File: src/design/bc1_pkg.sv
// Shared types and constants for the BC1 block decoder.
// Used by the front, queue, back and top-level files; depends on nothing else.
package bc1_pkg;

  localparam int ROWS_PER_BLOCK = 4;
  localparam int TEXELS_PER_ROW = 4;
  localparam int PALETTE_SIZE   = 4;

  localparam logic [7:0]  ALPHA_OPAQUE = 8'd255;
  localparam logic [1:0]  LAST_ROW_NUM = 2'd3;
  // floor(x / 3) == (x * 683) >> 11 for every x up to 765.
  localparam logic [9:0]  RECIP3       = 10'd683;
  localparam int          RECIP3_SHIFT = 11;

  typedef struct packed {
    logic [15:0] color_a;
    logic [15:0] color_b;
    logic [31:0] texel_indices;
  } item_t;

  typedef struct packed {
    logic [1:0]  row_number;
    logic        last_row;
    logic [31:0] texel_0;
    logic [31:0] texel_1;
    logic [31:0] texel_2;
    logic [31:0] texel_3;
  } result_t;

  typedef struct packed {
    logic [PALETTE_SIZE-1:0][31:0] palette;
    logic [31:0]                   texel_indices;
  } q_entry_t;

endpackage

File: src/design/bc1_front.sv
// Front stage: expands the endpoints and builds the four-entry RGBA8 palette.
// Depends on bc1_pkg; feeds bc1_queue.
module bc1_front import bc1_pkg::*; (
  input  item_t    item,
  output q_entry_t entry
);

  function automatic logic [7:0] widen5(input logic [4:0] v);
    widen5 = {v, v[4:2]};
  endfunction

  function automatic logic [7:0] widen6(input logic [5:0] v);
    widen6 = {v, v[5:4]};
  endfunction

  function automatic logic [7:0] div3(input logic [9:0] x);
    logic [19:0] prod;
    prod = x * RECIP3;
    div3 = prod[RECIP3_SHIFT +: 8];
  endfunction

  logic [2:0][7:0] e0;
  logic [2:0][7:0] e1;
  logic [2:0][7:0] m2;
  logic [2:0][7:0] m3;
  logic            four_color;
  logic [9:0]      s_a;
  logic [9:0]      s_b;
  logic [8:0]      s_avg;

  assign e0[0] = widen5(item.color_a[15:11]);
  assign e0[1] = widen6(item.color_a[10:5]);
  assign e0[2] = widen5(item.color_a[4:0]);
  assign e1[0] = widen5(item.color_b[15:11]);
  assign e1[1] = widen6(item.color_b[10:5]);
  assign e1[2] = widen5(item.color_b[4:0]);

  assign four_color = item.color_a > item.color_b;

  always_comb begin
    s_a   = '0;
    s_b   = '0;
    s_avg = '0;
    for (int k = 0; k < 3; k++) begin
      s_a   = {1'b0, e0[k], 1'b0} + {2'b00, e1[k]};
      s_b   = {2'b00, e0[k]} + {1'b0, e1[k], 1'b0};
      s_avg = {1'b0, e0[k]} + {1'b0, e1[k]};
      if (four_color) begin
        m2[k] = div3(s_a);
        m3[k] = div3(s_b);
      end else begin
        m2[k] = s_avg[8:1];
        m3[k] = 8'd0;
      end
    end
  end

  always_comb begin
    entry.texel_indices = item.texel_indices;
    entry.palette[0]    = {ALPHA_OPAQUE, e0[2], e0[1], e0[0]};
    entry.palette[1]    = {ALPHA_OPAQUE, e1[2], e1[1], e1[0]};
    entry.palette[2]    = {ALPHA_OPAQUE, m2[2], m2[1], m2[0]};
    entry.palette[3]    = {(four_color ? ALPHA_OPAQUE : 8'd0), m3[2], m3[1], m3[0]};
  end

endmodule

File: src/design/bc1_queue.sv
// Short queue of decoded palettes between the front and back stages.
// Depends on bc1_pkg for the entry type.
module bc1_queue import bc1_pkg::*; #(
  parameter int DEPTH = 2
) (
  input  logic     clk,
  input  logic     rst,
  input  logic     wr,
  input  q_entry_t wr_data,
  output logic     full,
  input  logic     rd,
  output q_entry_t rd_data,
  output logic     empty
);

  localparam int PW = (DEPTH > 1) ? $clog2(DEPTH) : 1;
  localparam int CW = $clog2(DEPTH + 1);

  q_entry_t        mem [DEPTH];
  logic [PW-1:0]   wr_ptr;
  logic [PW-1:0]   rd_ptr;
  logic [CW-1:0]   count;
  logic [CW-1:0]   count_next;
  logic            wr_en;
  logic            rd_en;

  assign full    = (count == CW'(DEPTH));
  assign empty   = (count == '0);
  assign wr_en   = wr && !full;
  assign rd_en   = rd && !empty;
  assign rd_data = mem[rd_ptr];

  always_comb begin
    case ({wr_en, rd_en})
      2'b10:   count_next = count + 1'b1;
      2'b01:   count_next = count - 1'b1;
      default: count_next = count;
    endcase
  end

  always_ff @(posedge clk) begin
    if (wr_en) begin
      mem[wr_ptr] <= wr_data;
    end
  end

  always_ff @(posedge clk) begin
    if (rst) begin
      wr_ptr <= '0;
      rd_ptr <= '0;
      count  <= '0;
    end else begin
      count <= count_next;
      if (wr_en) begin
        wr_ptr <= (wr_ptr == PW'(DEPTH - 1)) ? '0 : wr_ptr + 1'b1;
      end
      if (rd_en) begin
        rd_ptr <= (rd_ptr == PW'(DEPTH - 1)) ? '0 : rd_ptr + 1'b1;
      end
    end
  end

endmodule

File: src/design/bc1_back.sv
// Back stage: walks the four texel rows of the queued block and holds each
// row in an output register until it is taken. Depends on bc1_pkg.
module bc1_back import bc1_pkg::*; (
  input  logic     clk,
  input  logic     rst,
  input  q_entry_t head,
  input  logic     head_empty,
  output logic     head_pop,
  output logic     empty,
  input  logic     pop,
  output result_t  result
);

  logic [1:0]  row;
  logic        out_valid;
  logic        load;
  logic [7:0]  row_idx;
  result_t     row_beat;

  assign load     = !head_empty && (!out_valid || pop);
  assign head_pop = load && (row == LAST_ROW_NUM);
  assign empty    = !out_valid;
  assign row_idx  = head.texel_indices[{row, 3'b000} +: 8];

  always_comb begin
    row_beat.row_number = row;
    row_beat.last_row   = (row == LAST_ROW_NUM);
    row_beat.texel_0    = head.palette[row_idx[1:0]];
    row_beat.texel_1    = head.palette[row_idx[3:2]];
    row_beat.texel_2    = head.palette[row_idx[5:4]];
    row_beat.texel_3    = head.palette[row_idx[7:6]];
  end

  always_ff @(posedge clk) begin
    if (load) begin
      result <= row_beat;
    end
  end

  always_ff @(posedge clk) begin
    if (rst) begin
      row       <= '0;
      out_valid <= 1'b0;
    end else begin
      if (load) begin
        row       <= row + 1'b1;
        out_valid <= 1'b1;
      end else if (pop) begin
        out_valid <= 1'b0;
      end
    end
  end

endmodule

File: src/design/bc1_block_decoder.sv
// BC1 (DXT1) block decoder, top level.
// Instantiates bc1_front, bc1_queue and bc1_back; depends on bc1_pkg.
//
// Input channel: one beat is one compressed block (two RGB565 endpoints and
// sixteen 2-bit indices). A beat is taken on a rising edge with push high and
// full low. The front builds the palette in the same cycle and writes it to a
// QUEUE_DEPTH-entry queue; full reflects that queue.
// Result channel: each block yields four beats, one texel row each, top row
// first, with last_row set on the fourth. The oldest row is on result while
// empty is low and is taken on an edge with pop high.
// A block taken by an empty decoder goes into the queue, then its first row
// is loaded into the output register. Throughput: one row per cycle while pop
// is high and a block is queued, set by the single output register.
// When pop is held low the output register holds its row, the queue fills,
// and full then rises; nothing is dropped. Reset (rst, synchronous) empties
// the queue and the output register and restarts the row count at zero.
module bc1_block_decoder import bc1_pkg::*; #(
  parameter int QUEUE_DEPTH = 2
) (
  input  logic    clk,
  input  logic    rst,
  input  logic    push,
  output logic    full,
  input  item_t   item,
  output logic    empty,
  input  logic    pop,
  output result_t result
);

  q_entry_t front_entry;
  q_entry_t head;
  logic     head_empty;
  logic     head_pop;

  bc1_front u_front (
    .item  (item),
    .entry (front_entry)
  );

  bc1_queue #(
    .DEPTH (QUEUE_DEPTH)
  ) u_queue (
    .clk     (clk),
    .rst     (rst),
    .wr      (push),
    .wr_data (front_entry),
    .full    (full),
    .rd      (head_pop),
    .rd_data (head),
    .empty   (head_empty)
  );

  bc1_back u_back (
    .clk        (clk),
    .rst        (rst),
    .head       (head),
    .head_empty (head_empty),
    .head_pop   (head_pop),
    .empty      (empty),
    .pop        (pop),
    .result     (result)
  );

endmodule
File: config.mk
export PLATFORM = sky130hd
export DESIGN_NAME = bc1_block_decoder
export DESIGN_NICKNAME = d
export VERILOG_FILES = /design/src/design/bc1_pkg.sv /design/src/design/bc1_front.sv /design/src/design/bc1_queue.sv /design/src/design/bc1_back.sv /design/src/design/bc1_block_decoder.sv
export SDC_FILE = /design/constraint.sdc
export NUM_CORES = 1
export LEC_CHECK = 0
export ABC_AREA = 1
export CAP_MARGIN = 10
export CORE_MARGIN = 5
export CORE_UTILIZATION = 45
export DETAILED_ROUTE_END_ITERATION = 12
export DONT_BUFFER_PORTS = 1
export PLACE_DENSITY = 0.61
export RECOVER_POWER = 25
export SKIP_LAST_GASP = 1
export SLEW_MARGIN = 15
export SYNTH_ARGS = -nofsm -noshare
export SYNTH_HDL_FRONTEND = slang
export SYNTH_SLANG_ARGS = --single-unit
File: constraint.sdc
create_clock -name clk -period 18.85 [get_ports clk]
set_input_delay 0 -clock clk [delete_from_list [all_inputs] [get_ports clk]]
set_output_delay 0 -clock clk [all_outputs]
set_load 0.01 [all_outputs]
After elaboration in Yosys (flattened, before gate mapping)
Memories as Yosys holds them, arrays and structs flattened. A register that Yosys moved wholly into a read port is not among the register bits.
Index checks and enable logic that the tools add are counted.
- register bits: 138
- bits in latches: 0
- memory bits (writable): 272
- bits in read-only memories: 0
- output and inout bits: 133
- word-level logic and storage cells: 77
- memories: 1
- memory list (name ; depth ; width ; read ports ; clocked after Yosys merged registers in ; wr ports ; line ; RTL):
    u_queue.mem ; 2 ; 136 ; 1 ; 1 ; 1 ; bc1_queue.sv:19 ; q_entry_t mem [DEPTH];
- add/sub/neg operators: 14
- multipliers: 6
- div/mod/pow operators: 0
- $lt $le $gt $ge: 5
- eq/ne operators: 4
- shift operators: 1
- mux-type cells: 24
- bitwise logic cells: 0
- reductions and logical operators: 11
- operators with widths (kind ; count):
    32-bit binary-select mux with 2-bit select ; 4
    32-bit two-way mux ; 4
    10-bit by 10-bit multiplier with 19-bit output (second input constant) ; 6
    8-bit two-way mux ; 7
    32-bit by 6-bit indexed part select with 8-bit output ; 1
    8-bit by 9-bit adder with 10-bit output ; 3
    9-bit by 8-bit adder with 10-bit output ; 3
    8-bit by 8-bit adder with 9-bit output ; 3
    16-bit > comparator ; 1
    2-bit by 3-bit less-than comparator with 1-bit output (second input constant) ; 4
    1-bit two-way mux ; 8
    2-bit == test (second input constant) ; 3
    2-bit by 1-bit adder with 2-bit output (second input constant) ; 2
    1-bit logical AND ; 4
    2-bit one-hot mux with 2 select lines ; 1
    2-bit nonzero test ; 2
    1-bit logical NOT ; 3
    1-bit adder (second input constant) ; 2
    2-bit by 1-bit == test with 1-bit output (second input constant) ; 1
    2-bit logical NOT ; 1
    2-bit by 1-bit subtractor with 2-bit output (second input constant) ; 1
    1-bit logical OR ; 1

Longest topological paths before layout
Gate-level depths: netlist of run 1.
- word-level depth: 7
- gate-level depth with buffers: 32
- gate-level depth less buffers: 32

Modules after synthesis
Synthesis of run 1 repeated with hierarchy kept, for this count alone.
- cell total of the unflattened synthesis: 4013
- area total of the unflattened synthesis: 37075.6 um^2
- by module, submodules not included (module ; times used ; cells an instance ; area each (um^2) ; sequential area each (um^2)):
    bc1_front ; 1 ; 2132 ; 15248.4 ; 0.0
    bc1_queue ; 1 ; 538 ; 12196.7 ; 9709.3
    bc1_back ; 1 ; 1343 ; 9630.5 ; 3993.8

Worst setup path before layout of run 1
OpenSTA, ideal clock, no wires.
- path type: flip-flop to flip-flop
- start point: reg u_queue.count[0]
- end point: reg u_queue.count[1]
- library setup time: 0.119 ns
- data arrival time: 6.529 ns
- slack: 12.202 ns
- cell stages (with the launch flop): 10
- period minus slack after synthesis: 6.648 ns
- cells stage by stage: dfxtp_1 inv_1 a21oi_1 nand2_1 inv_1 ha_1 inv_1 nand2_1 nor3_1 nor3_1
- word-level cells in the longest chain between the ends: 7
- elaborated cells between the ends (all ways): 14
- classes of those cells: add/sub (2); eq/ne (3); mux (1); reduce/logical (8)
- RTL lines (what ; line ; RTL):
    start, declared ; bc1_queue.sv:22 ; logic [CW-1:0] count;
    start signal, assigned ; bc1_queue.sv:53 ; count <= count_next;
    2-bit logical NOT (*) ; bc1_queue.sv:28 ; assign empty = (count == '0);
    1-bit logical NOT (*) ; bc1_back.sv:20 ; assign load = !head_empty && (!out_valid || pop);
    1-bit logical AND (*) ; bc1_back.sv:20 ;
    net u_back.load ; bc1_back.sv:16 ; logic load;
    1-bit logical AND (*) ; bc1_back.sv:21 ; assign head_pop = load && (row == LAST_ROW_NUM);
    1-bit logical AND (*) ; bc1_queue.sv:30 ; assign rd_en = rd && !empty;
    net u_queue.rd_en ; bc1_queue.sv:25 ; logic rd_en;
    2-bit by 1-bit == test with 1-bit output / 2-bit == test (equally long branches) ; bc1_queue.sv:34 ; case ({wr_en, rd_en})
    2-bit one-hot mux with 2 select lines / 2-bit nonzero test (equally long branches) ; n/a ;
Mark *: on every way through the listed nets, which the timed path passes. The rest lies on a longest branch.
A chain may end at the register's enable or synchronous reset.

==> results of run 1 <==
cell type report:
cell class / instances / share of cell area
Timing Repair Buffer: 82 / 0.02474
Antenna cell: 1 / 0.00007943
Tap cell: 855 / 0.03396
Sequential cell: 337 / 0.3188
Clock buffer: 38 / 0.02883
Clock inverter: 28 / 0.01303
Multi-Input combinational cell: 2379 / 0.5280
Inverter: 441 / 0.05254
metal layers:
layer | up-vias | GRT usage | wire (µm)
met5 | - | 0 | 0
met4 | 0 | 0.05314 | 1925
met3 | 89 | 0.03505 | 4995
met2 | 655 | 0.3531 | 35140
met1 | 10255 | 0.3017 | 34420
li1 | 10917 | - | -
worst max-delay path by stage:
stage / slack, ns / to
global placement: 13.56 / u_queue.mem[0][104]$_DFFE_PP_
CTS: 14.12 / u_queue.mem[1][106]$_DFFE_PP_
detailed placement: 13.51 / u_queue.mem[0][104]$_DFFE_PP_
global route: 13.59 / u_queue.mem[1][104]$_DFFE_PP_
finish: 14.07 / u_queue.mem[1][106]$_DFFE_PP_
floorplan: 12.20 / u_queue.count[1]$_SDFFE_PP0P_
cell usage after synthesis, types with 9 or more instances:
library cell,n
fa_1,125
buf_6,9
inv_1,431
nand2_1,799
o21ai_0,133
mux2i_1,77
ha_1,404
o21bai_1,17
a21oi_1,181
edfxtp_1,329
o211ai_1,31
buf_4,45
nor3_1,21
buf_2,34
nor2_1,195
inv_2,9
xnor2_1,30
nand4_1,15
xor2_1,70
nand3_1,213
clkbuf_1,13
nor4_1,9
logic make-up after synthesis:
group / Yosys count / share of synthesized area
muxes: 77 / 0.02663
adders and majority gates: 529 / 0.2611
and+or+nand+nor: 1272 / 0.1792
xor gates and xnor gates: 100 / 0.03026
AOI/OAI and AO/OA: 401 / 0.07612
DFF: 337 / 0.3468
buffers and inverters: 542 / 0.07992
stage by stage:
step,util,instance area (µm²)
2_1_floorplan,-,28950
3_3_place_gp,0.4604,29520
3_5_place_dp,0.4604,29520
4_1_cts,0.4914,31510
5_1_grt,0.4913,31500
6_report,0.4914,31500
worst max-delay path: stages:
cell and delay (ns):
ha_1 0.22, fa_1 0.42, nand2_1 0.09, nand3_1 0.06, o21ai_0 0.15, o21ai_0 0.16
xnor2_1 0.49, inv_1 0.14, nor2_1 0.11, nor2_1 0.08, ha_1 0.28, inv_1 0.05
fa_1 0.52, inv_1 0.05, fa_1 0.49, inv_1 0.05, fa_1 0.50, inv_1 0.04
ha_1 0.31, nand2_1 0.12, a21oi_1 0.05, nand3b_1 0.21, a21oi_1 0.20, xor2_1 0.16
nor2_1 0.06
flip-flops by register name, indices dropped and copies added (netlist names), named ones only:
register	cells
u_back.row	2
u_back.result	103
u_queue.count	2
u_back.out_valid	1
u_queue.wr_ptr	1
u_queue.rd_ptr	1
u_queue.mem	226
==> metrics.cfg, run 1 <==
[drt]
drt_iter0_drc = 1743
via_per_inst = 5.267
routed_wl_um = 76480
vias = 21916
firstDrtPassIters = 6
wl_per_cell_um = 18.38
ant_nets = 0
drc = 0

[setup_path]
reg2reg_from = u_back.row[0]$_SDFFE_PP0P_
cp_data_required_time_ns = 19.12
rrSetupSlack_ns = 14.35
worstSetupPathType = input pin to flop
startpoint_type = input pin
reg2reg_to = u_back.result[70]$_DFFE_PP_
critPathMaxFanout = 9
cp-startpoint = item[45]
arrival_ns = 5.04
reg2regPathDepth = 9
cp-end-kind = flop

[die]
die_x_um = 263.6
rows = 93
die-area_mm2 = 0.06950
start_util = 0.4515
core_mm2 = 0.06412
ios = 201
die_y_um = 263.6

[clocking]
cts_buffer_depth = 3
path_clk_slew_ns = 0.06
cts.sink_count = 337
cts_resized = 0
postCtsSetupBuffers = 0
postCtsHoldBufs = 67
cts_root_buffer = clkbuf_16
cts_tree = yes
htreeDepth = 2
cts-buffers-inserted = 36
clk_latency_ns = 0.57

[sta]
slew_headroom = 0.07656
fin_hold_ws_ns = 0.06672
max_freq_mhz = 209.3
finClkSkew_ns = 0.02479
tightest_slew_ns = 1.385
rsz0062_at_grt = false
fin_crit_ns = 4.777
fin_ws_ns = 14.07
drv_slew = 0
finalHoldViolCount = 0
setup_viol = 0
finalCritPeriodShare = 0.2534
finalSetupTns_ns = 0

[placed_design]
port_buffers = 0
post-place-cells = 4027
place.gp.congestion = 0.8962
place_hpwl_um = 57600
place_ws_ns = 13.51

[outcome]
status = completed

[final_layout]
multi_input_area_mm2 = 0.01663
n_fill_cell = 6041
layout_common_cells = nand2_1 (796), inv_1 (431), ha_1 (404)
drive_above_1_share = 0.03086
final_common_cell = nand2_1
seqCellArea_mm2 = 0.01004
final_nets = 3874
syn2layout_area_growth_pct = 8.835
fin_cells = 4161

[logic_synthesis]
synthTopCellsByArea = edfxtp_1 (34%), ha_1 (17%), nand2_1 (10%)
avgSynthCellArea_um2 = 8.885
synth_nets = 3855
syn_inst = 3258
synth_top_area_share = 0.3413
synth_edf_count = 329
synthFlopType = edfxtp_1
syn_area_mm2 = 0.02895
synth_seq_area_share = 0.3468
ys_ff_latch = 337
synth.yosys.warnings = 0
synth_cell_types = 38
yosysTopAreaCell = edfxtp_1
synthArstFlopShare = 0

[grt]
grt_start_max_net_pins = 80
grt_pass1_wl_um = 120200
grt_usage = 0.2157
grt_pass1_vias = 21224
gr-total-overflow = 0
grt_antenna_before_repair = 0

[worst_hold_path]
worstHoldStart = item[60]
hold_class = input pin to flop
whs_endpoint = u_queue.mem[0][84]$_DFFE_PP_
worstHoldPathCells = 6

[flow_run]
cap_violations = 0

Power of run 1 is left out: the tool's default activity adds up to more than one toggle a clock period on the data nets, which glitch-free logic cannot reach.
==> inputs of run 2 (changes only) <==
Settings changed: ABC_AREA 1 to 0.
Clock period 18.85 ns to 4.45 ns, I/O delays scaled along.
==> run 2 against run 1 <==
Net effect: the run now ends with hold timing, setup timing left; die area shrank 6.1%; count of clock-buffer cells in the layout down 1; synthesized area decreased by 6.4%; critical path type unchanged; synthesized cell count fell by 24%; critical endpoint is now u_queue.mem[0][92]$_DFFE_PP_; setup slack got worse by 14 ns; critical path depth fell by 1; global-route usage barely moved; routed wire length fell by 4.1%; sequential share of layout area decreased by 2.3 points; first-iteration DRC count is 30% lower; flip-flop and latch count stayed put.
==> metrics.cfg, run 2 <==
[outcome]
violations = hold timing, setup timing
status = complete, but fails checks

[clocking]
cts-buffers-inserted = 37
cts.sink_count = 337
htreeDepth = 2
cts_root_buffer = clkbuf_16
cts_buffer_depth = 3
cts_tree = yes
clk_latency_ns = 0.55
path_clk_slew_ns = 0.06

[sta]
fin_hold_ws_ns = -0.002559
setup_viol = 32
rsz0062_at_grt = true
fin_ws_ns = -0.1381
max_freq_mhz = 218.0
slew_headroom = 0.2667
finalSetupTns_ns = -1.553
finClkSkew_ns = 0.02135
fin_crit_ns = 4.588
tightest_slew_ns = 1.099
finalCritPeriodShare = 1.031
finalHoldViolCount = 2
drv_slew = 0

[placed_design]
place_hpwl_um = 54640
port_buffers = 0
place.gp.congestion = 0.9237
post-place-cells = 3479

[logic_synthesis]
synth_nets = 3072
synth_seq_area_share = 0.3704
synthFlopType = edfxtp_1
synthArstFlopShare = 0
synth_top_area_share = 0.3645
synth_edf_count = 329
synth.top_cells.by_count = ha_1 (404), edfxtp_1 (329), inv_1 (289), nand2_1 (170), a21oi_1 (169)
yosysTopAreaCell = edfxtp_1
avgSynthCellArea_um2 = 10.95
syn_area_mm2 = 0.02710
synth_cell_types = 66
yosysMostFrequentCell = ha_1
syn_inst = 2475
synth.yosys.warnings = 0
synthTopCellsByArea = edfxtp_1 (36%), ha_1 (19%), fa_1 (9.2%)
ys_ff_latch = 337

[worst_hold_path]
whs_endpoint = u_queue.mem[1][98]$_DFFE_PP_
worstHoldStart = item[32]
worstHoldPathCells = 4
hold_class = input pin to flop

[drt]
firstDrtPassIters = 5
wl_per_cell_um = 20.11
drc = 0
routed_wl_um = 73340
vias = 19864
via_per_inst = 5.447
ant_nets = 0
drt_iter0_drc = 1212

[final_layout]
reg_top3 = u_queue.mem x226, u_back.result x103
regMostFlops = u_queue.mem
n_fill_cell = 4943
largest_register_ffs = 226
drive_above_1_share = 0.2545
syn2layout_area_growth_pct = 25.25
final_nets = 3436
insertedDiodeCount = 0
layout_common_cells = ha_1 (344), buf_4 (344), edfxtp_1 (329)
multi_input_area_mm2 = 0.01715
seqCellArea_mm2 = 0.01004
fin_cells = 3647

[setup_path]
slowest_delay_ns = 0.51
cp_data_required_time_ns = 4.78
startpoint_type = input pin
worstSetupPathType = input pin to flop
reg2reg_to = u_back.result[14]$_DFFE_PP_
reg2regPathDepth = 6
critPathMaxFanout = 8
arrival_ns = 4.92
path_common_cell = fa_1
worstPathCellList = ha_4, fa_2, a21o_1, a21oi_2, nor2b_2, o21a_1, nor2_4, xnor2_4, buf_6, and2_4, ha_4, fa_1, fa_1, inv_2, fa_1, inv_1, ha_2, nand2_1, nor2_2, o21ai_4, buf_4, a31oi_1, nand4b_1, o21ai_1
reg2reg_from = u_back.row[0]$_SDFFE_PP0P_
cpMaxStageDelayCell = fa_1
cp-end-kind = flop
rrSetupSlack_ns = 1.36

[die]
rows = 90
core_mm2 = 0.06002
die_x_um = 255.4
die_y_um = 255.4
ios = 201
die-area_mm2 = 0.06523
start_util = 0.4516

[grt]
grt_pass1_wl_um = 113400
grt_start_max_net_pins = 114
grt_pass1_vias = 20219
grt_antenna_before_repair = 1
gr-total-overflow = 0
grt_usage = 0.2153

[flow_run]
cap_violations = 0

[run 2: cell count changes after synthesis, moves of 37 or more]
cell / delta
a21o_1: +37
inv_1: -142
nand2_1: -629
nand3_1: -189
nor2_1: -69
xnor2_1: +62
[run 2: critical path: cells and delay by family]
family / cells / cell delay (ns)
buffers and inverters: 4 / 0.39
XOR/XNOR: 1 / 0.15
adder cells (fa/ha/maj): 7 / 2.41
AND/OR/NAND/NOR: 6 / 0.79
AO/OA/AOI/OAI: 6 / 1.16
[run 2: final cells by class]
class	instances	area share
clock buffers	37	0.02728
clock inverters	28	0.008514
inverters	289	0.03196
multi-input cells	1746	0.5051
flip-flops and latches	337	0.2959
well taps	782	0.02882
repair buffers	428	0.1025
[run 2: worst max-delay path by stage]
stage / start / end / slack, ns / cells after the start
finish: item[42] / u_queue.mem[0][92]$_DFFE_PP_ / -0.14 / 24
global route: item[42] / u_queue.mem[0][92]$_DFFE_PP_ / -0.38 / 24
CTS: item[58] / u_queue.mem[0][116]$_DFFE_PP_ / -0.07 / 23
detailed placement: item[46] / u_queue.mem[0][82]$_DFFE_PP_ / -0.86 / 23
global placement: item[46] / u_queue.mem[1][82]$_DFFE_PP_ / -0.79 / 23
floorplan: item[42] / u_queue.mem[0][91]$_DFFE_PP_ / -0.60 / 23
[run 2: through the flow]
stage / worst slack [ns] / utilization / instance area (µm²)
3_3_place_gp: -0.7883 / 0.5119 / 30720
4_1_cts: -0.06872 / 0.5497 / 32990
6_report: -0.1381 / 0.5656 / 33950
3_5_place_dp: -0.8647 / 0.5119 / 30720
2_1_floorplan: -0.6000 / - / 27800
5_1_grt: -0.3788 / 0.5656 / 33950
[run 2: cell families (layout without fill, tap and decap cells)]
| group | Yosys count | after routing | share of synthesized area |
|---|---|---|---|
| mux | 141 | 141 | 0.06251 |
| xor+xnor | 143 | 143 | 0.04621 |
| fa+ha+maj | 529 | 529 | 0.2788 |
| simple gates | 401 | 401 | 0.06403 |
| compound gates | 532 | 532 | 0.1174 |
| flops | 337 | 337 | 0.3704 |
| buf+inv | 392 | 782 | 0.06062 |
[run 2: layer usage]
| metal | vias to the layer above | track usage | wire length, µm |
|---|---|---|---|
| met5 | - | 0 | 20 |
| met4 | 2 | 0.04274 | 1337 |
| met3 | 93 | 0.03446 | 4307 |
| met2 | 575 | 0.3611 | 35120 |
| met1 | 9703 | 0.2998 | 32550 |
| li1 | 9491 | - | - |
[run 2: what timing repair did]
action | CTS | global route
pin swaps | 59 | 120
cloned | 0 | 0
resized for setup | 41 | 137
hold buffers | 67 | 0
buffers inserted | 15 | 23
endpoints found under the setup margin | 70 | 90
hold endpoints to repair | 142 | 0
Power of run 2 is left out for the same reason.
==> inputs of run 3 (changes only) <==
==> constraint.sdc (replaced) <==
create_clock -name clk -period 4.45 [get_ports clk]
set_input_delay 1.335 -clock clk [delete_from_list [all_inputs] [get_ports clk]]
set_output_delay 1.335 -clock clk [all_outputs]
set_load 0.01 [all_outputs]
==> run 3 against run 2 <==
Net effect: the flow finishes with violations (capacitance limit, slew limit, setup timing); setup slack worse by 1.3 ns; routed wire length is 1.2% lower; first-iteration DRC count is 11% higher; count of clock-buffer cells in the layout is 8 higher; sequential share of layout area is 0.70 points lower; critical path type unchanged; critical endpoint is now u_queue.mem[1][115]$_DFFE_PP_.
==> metrics.cfg, run 3 (same netlist as run 2, synthesis figures left out) <==
[grt]
grt_start_max_net_pins = 114
grt_pass1_vias = 20519
grt_antenna_before_repair = 0
grt_usage = 0.2132
grt_pass1_wl_um = 112800
gr-total-overflow = 0

[die]
start_util = 0.4516
rows = 90
die-area_mm2 = 0.06523
core_mm2 = 0.06002
ios = 201
die_x_um = 255.4
die_y_um = 255.4

[setup_path]
startpoint_type = input pin
cp-startpoint = item[41]
arrival_ns = 6.18
rrSetupSlack_ns = 1.21
cp-end-kind = flop
critPathCapture = u_queue.mem[1][115]$_DFFE_PP_
critPathMaxFanout = 9
worstSetupPathType = input pin to flop
reg2regPathDepth = 6
cp_data_required_time_ns = 4.76
reg2reg_to = u_back.result[71]$_DFFE_PP_

[clocking]
cts.sink_count = 337
cts_buffer_depth = 3
clk_latency_ns = 0.56
htreeDepth = 2
postCtsHoldBufs = 0
cts_tree = yes
cts_root_buffer = clkbuf_16
cts-buffers-inserted = 38
path_clk_slew_ns = 0.06

[drt]
ant_nets = 0
drc = 0
firstDrtPassIters = 6
drt_iter0_drc = 1351
vias = 20083
via_per_inst = 5.438
routed_wl_um = 72470
wl_per_cell_um = 19.62

[outcome]
status = complete, but fails checks
violations = capacitance limit, slew limit, setup timing

[sta]
max_freq_mhz = 170.3
slew_headroom = -0.7826
tightest_slew_ns = 2.674
finClkSkew_ns = 0.02224
finalHoldViolCount = 0
fin_ws_ns = -1.421
finalCritPeriodShare = 1.319
rsz0062_at_grt = true
drv_slew = 106
setup_viol = 96
finalSetupTns_ns = -118.84
fin_crit_ns = 5.871

[placed_design]
place_hpwl_um = 55380
place.gp.congestion = 0.9133
port_buffers = 0

[final_layout]
final_nets = 3480
layout_common_cells = buf_4 (441), ha_1 (334), edfxtp_1 (329)
final_common_cell = buf_4
drive_above_1_share = 0.3092
largest_register_ffs = 226
syn2layout_area_growth_pct = 28.27
reg_top3 = u_queue.mem x226, u_back.result x103
insertedDiodeCount = 0
regMostFlops = u_queue.mem

[flow_run]
cap_violations = 1

[worst_hold_path]
hold_class = flop to flop

-- run 3: cell types whose count changed in the layout (fill, tap and decap cells not counted), moves of 9 or more --
cell / change
buf_4: +97
a21oi_1: -9
ha_4: +13
ha_1: -10
dlygate4sd3_1: -67
-- run 3: worst max-delay path: stages --
cell,delay [ns]
ha_4,0.15
fa_2,0.35
a21o_1,0.20
a21oi_2,0.17
o21bai_2,0.11
a21oi_2,0.18
xnor2_2,0.14
buf_4,0.16
ha_1,0.28
ha_1,0.33
inv_1,0.06
fa_1,0.48
inv_1,0.05
fa_1,0.45
ha_1,0.32
ha_4,0.22
a21o_1,0.18
a21oi_2,0.17
o221ai_2,0.15
buf_4,0.17
buf_4,0.13
a21oi_2,0.13
xor2_1,0.17
nor2_1,0.07
-- run 3: layout make-up --
type / instances / area, µm²
Clock buffer: 45 / 1018
Inverter: 289 / 1087
Multi-Input combinational cell: 1746 / 17560
Timing Repair Buffer: 471 / 3705
Fill cell: 4832 / 25260
Sequential cell: 337 / 10040
Tap cell: 782 / 978.4
Clock inverter: 23 / 374.1
-- run 3: metal layers --
layer | track usage | up-vias | part of all wire
met5 | 0 | - | 0
met4 | 0.04708 | 0 | 0.019
met3 | 0.03140 | 86 | 0.052
met2 | 0.3609 | 534 | 0.48
met1 | 0.2938 | 9879 | 0.45
li1 | - | 9584 | -
-- run 3: worst min-delay path by stage --
| stage | start | to | slack, ns | cells after the start |
|---|---|---|---|---|
| floorplan | u_back.row[1]$_SDFFE_PP0P_ | u_back.result[130]$_DFFE_PP_ | 0.43 | 0 |
| global placement | u_queue.rd_ptr$_SDFFE_PP0P_ | flop | 0.49 | 2 |
| detailed placement | u_queue.rd_ptr$_SDFFE_PP0P_ | flop | 0.51 | 2 |
| CTS | u_queue.rd_ptr$_SDFFE_PP0P_ | flop | 0.53 | 2 |
| global route | u_queue.rd_ptr$_SDFFE_PP0P_ | flop | 0.56 | 2 |
| finish | u_queue.rd_ptr$_SDFFE_PP0P_ | flop | 0.52 | 2 |
-- run 3: timing repair --
| item | CTS | global route |
|---|---|---|
| endpoints found under the setup margin | 96 | 96 |
| gates cloned | 0 | 0 |
| pin swaps | 159 | 122 |
| buffers inserted | 61 | 33 |
| resized for setup | 146 | 112 |
-- run 3: through the flow --
stage	utilization	area [µm²]	instances	setup WS, ns	hold slack [ns]
CTS	0.5648	33900	3660	-1.363	0.5272
finish	0.5792	34760	3693	-1.421	0.5189
floorplan	-	27810	2475	-1.915	0.4288
global route	0.5792	34760	3693	-1.640	0.5552
global placement	0.5200	31210	3534	-2.024	0.4945
detailed placement	0.5200	31210	3534	-2.155	0.5054
Power of run 3 is left out for the same reason.
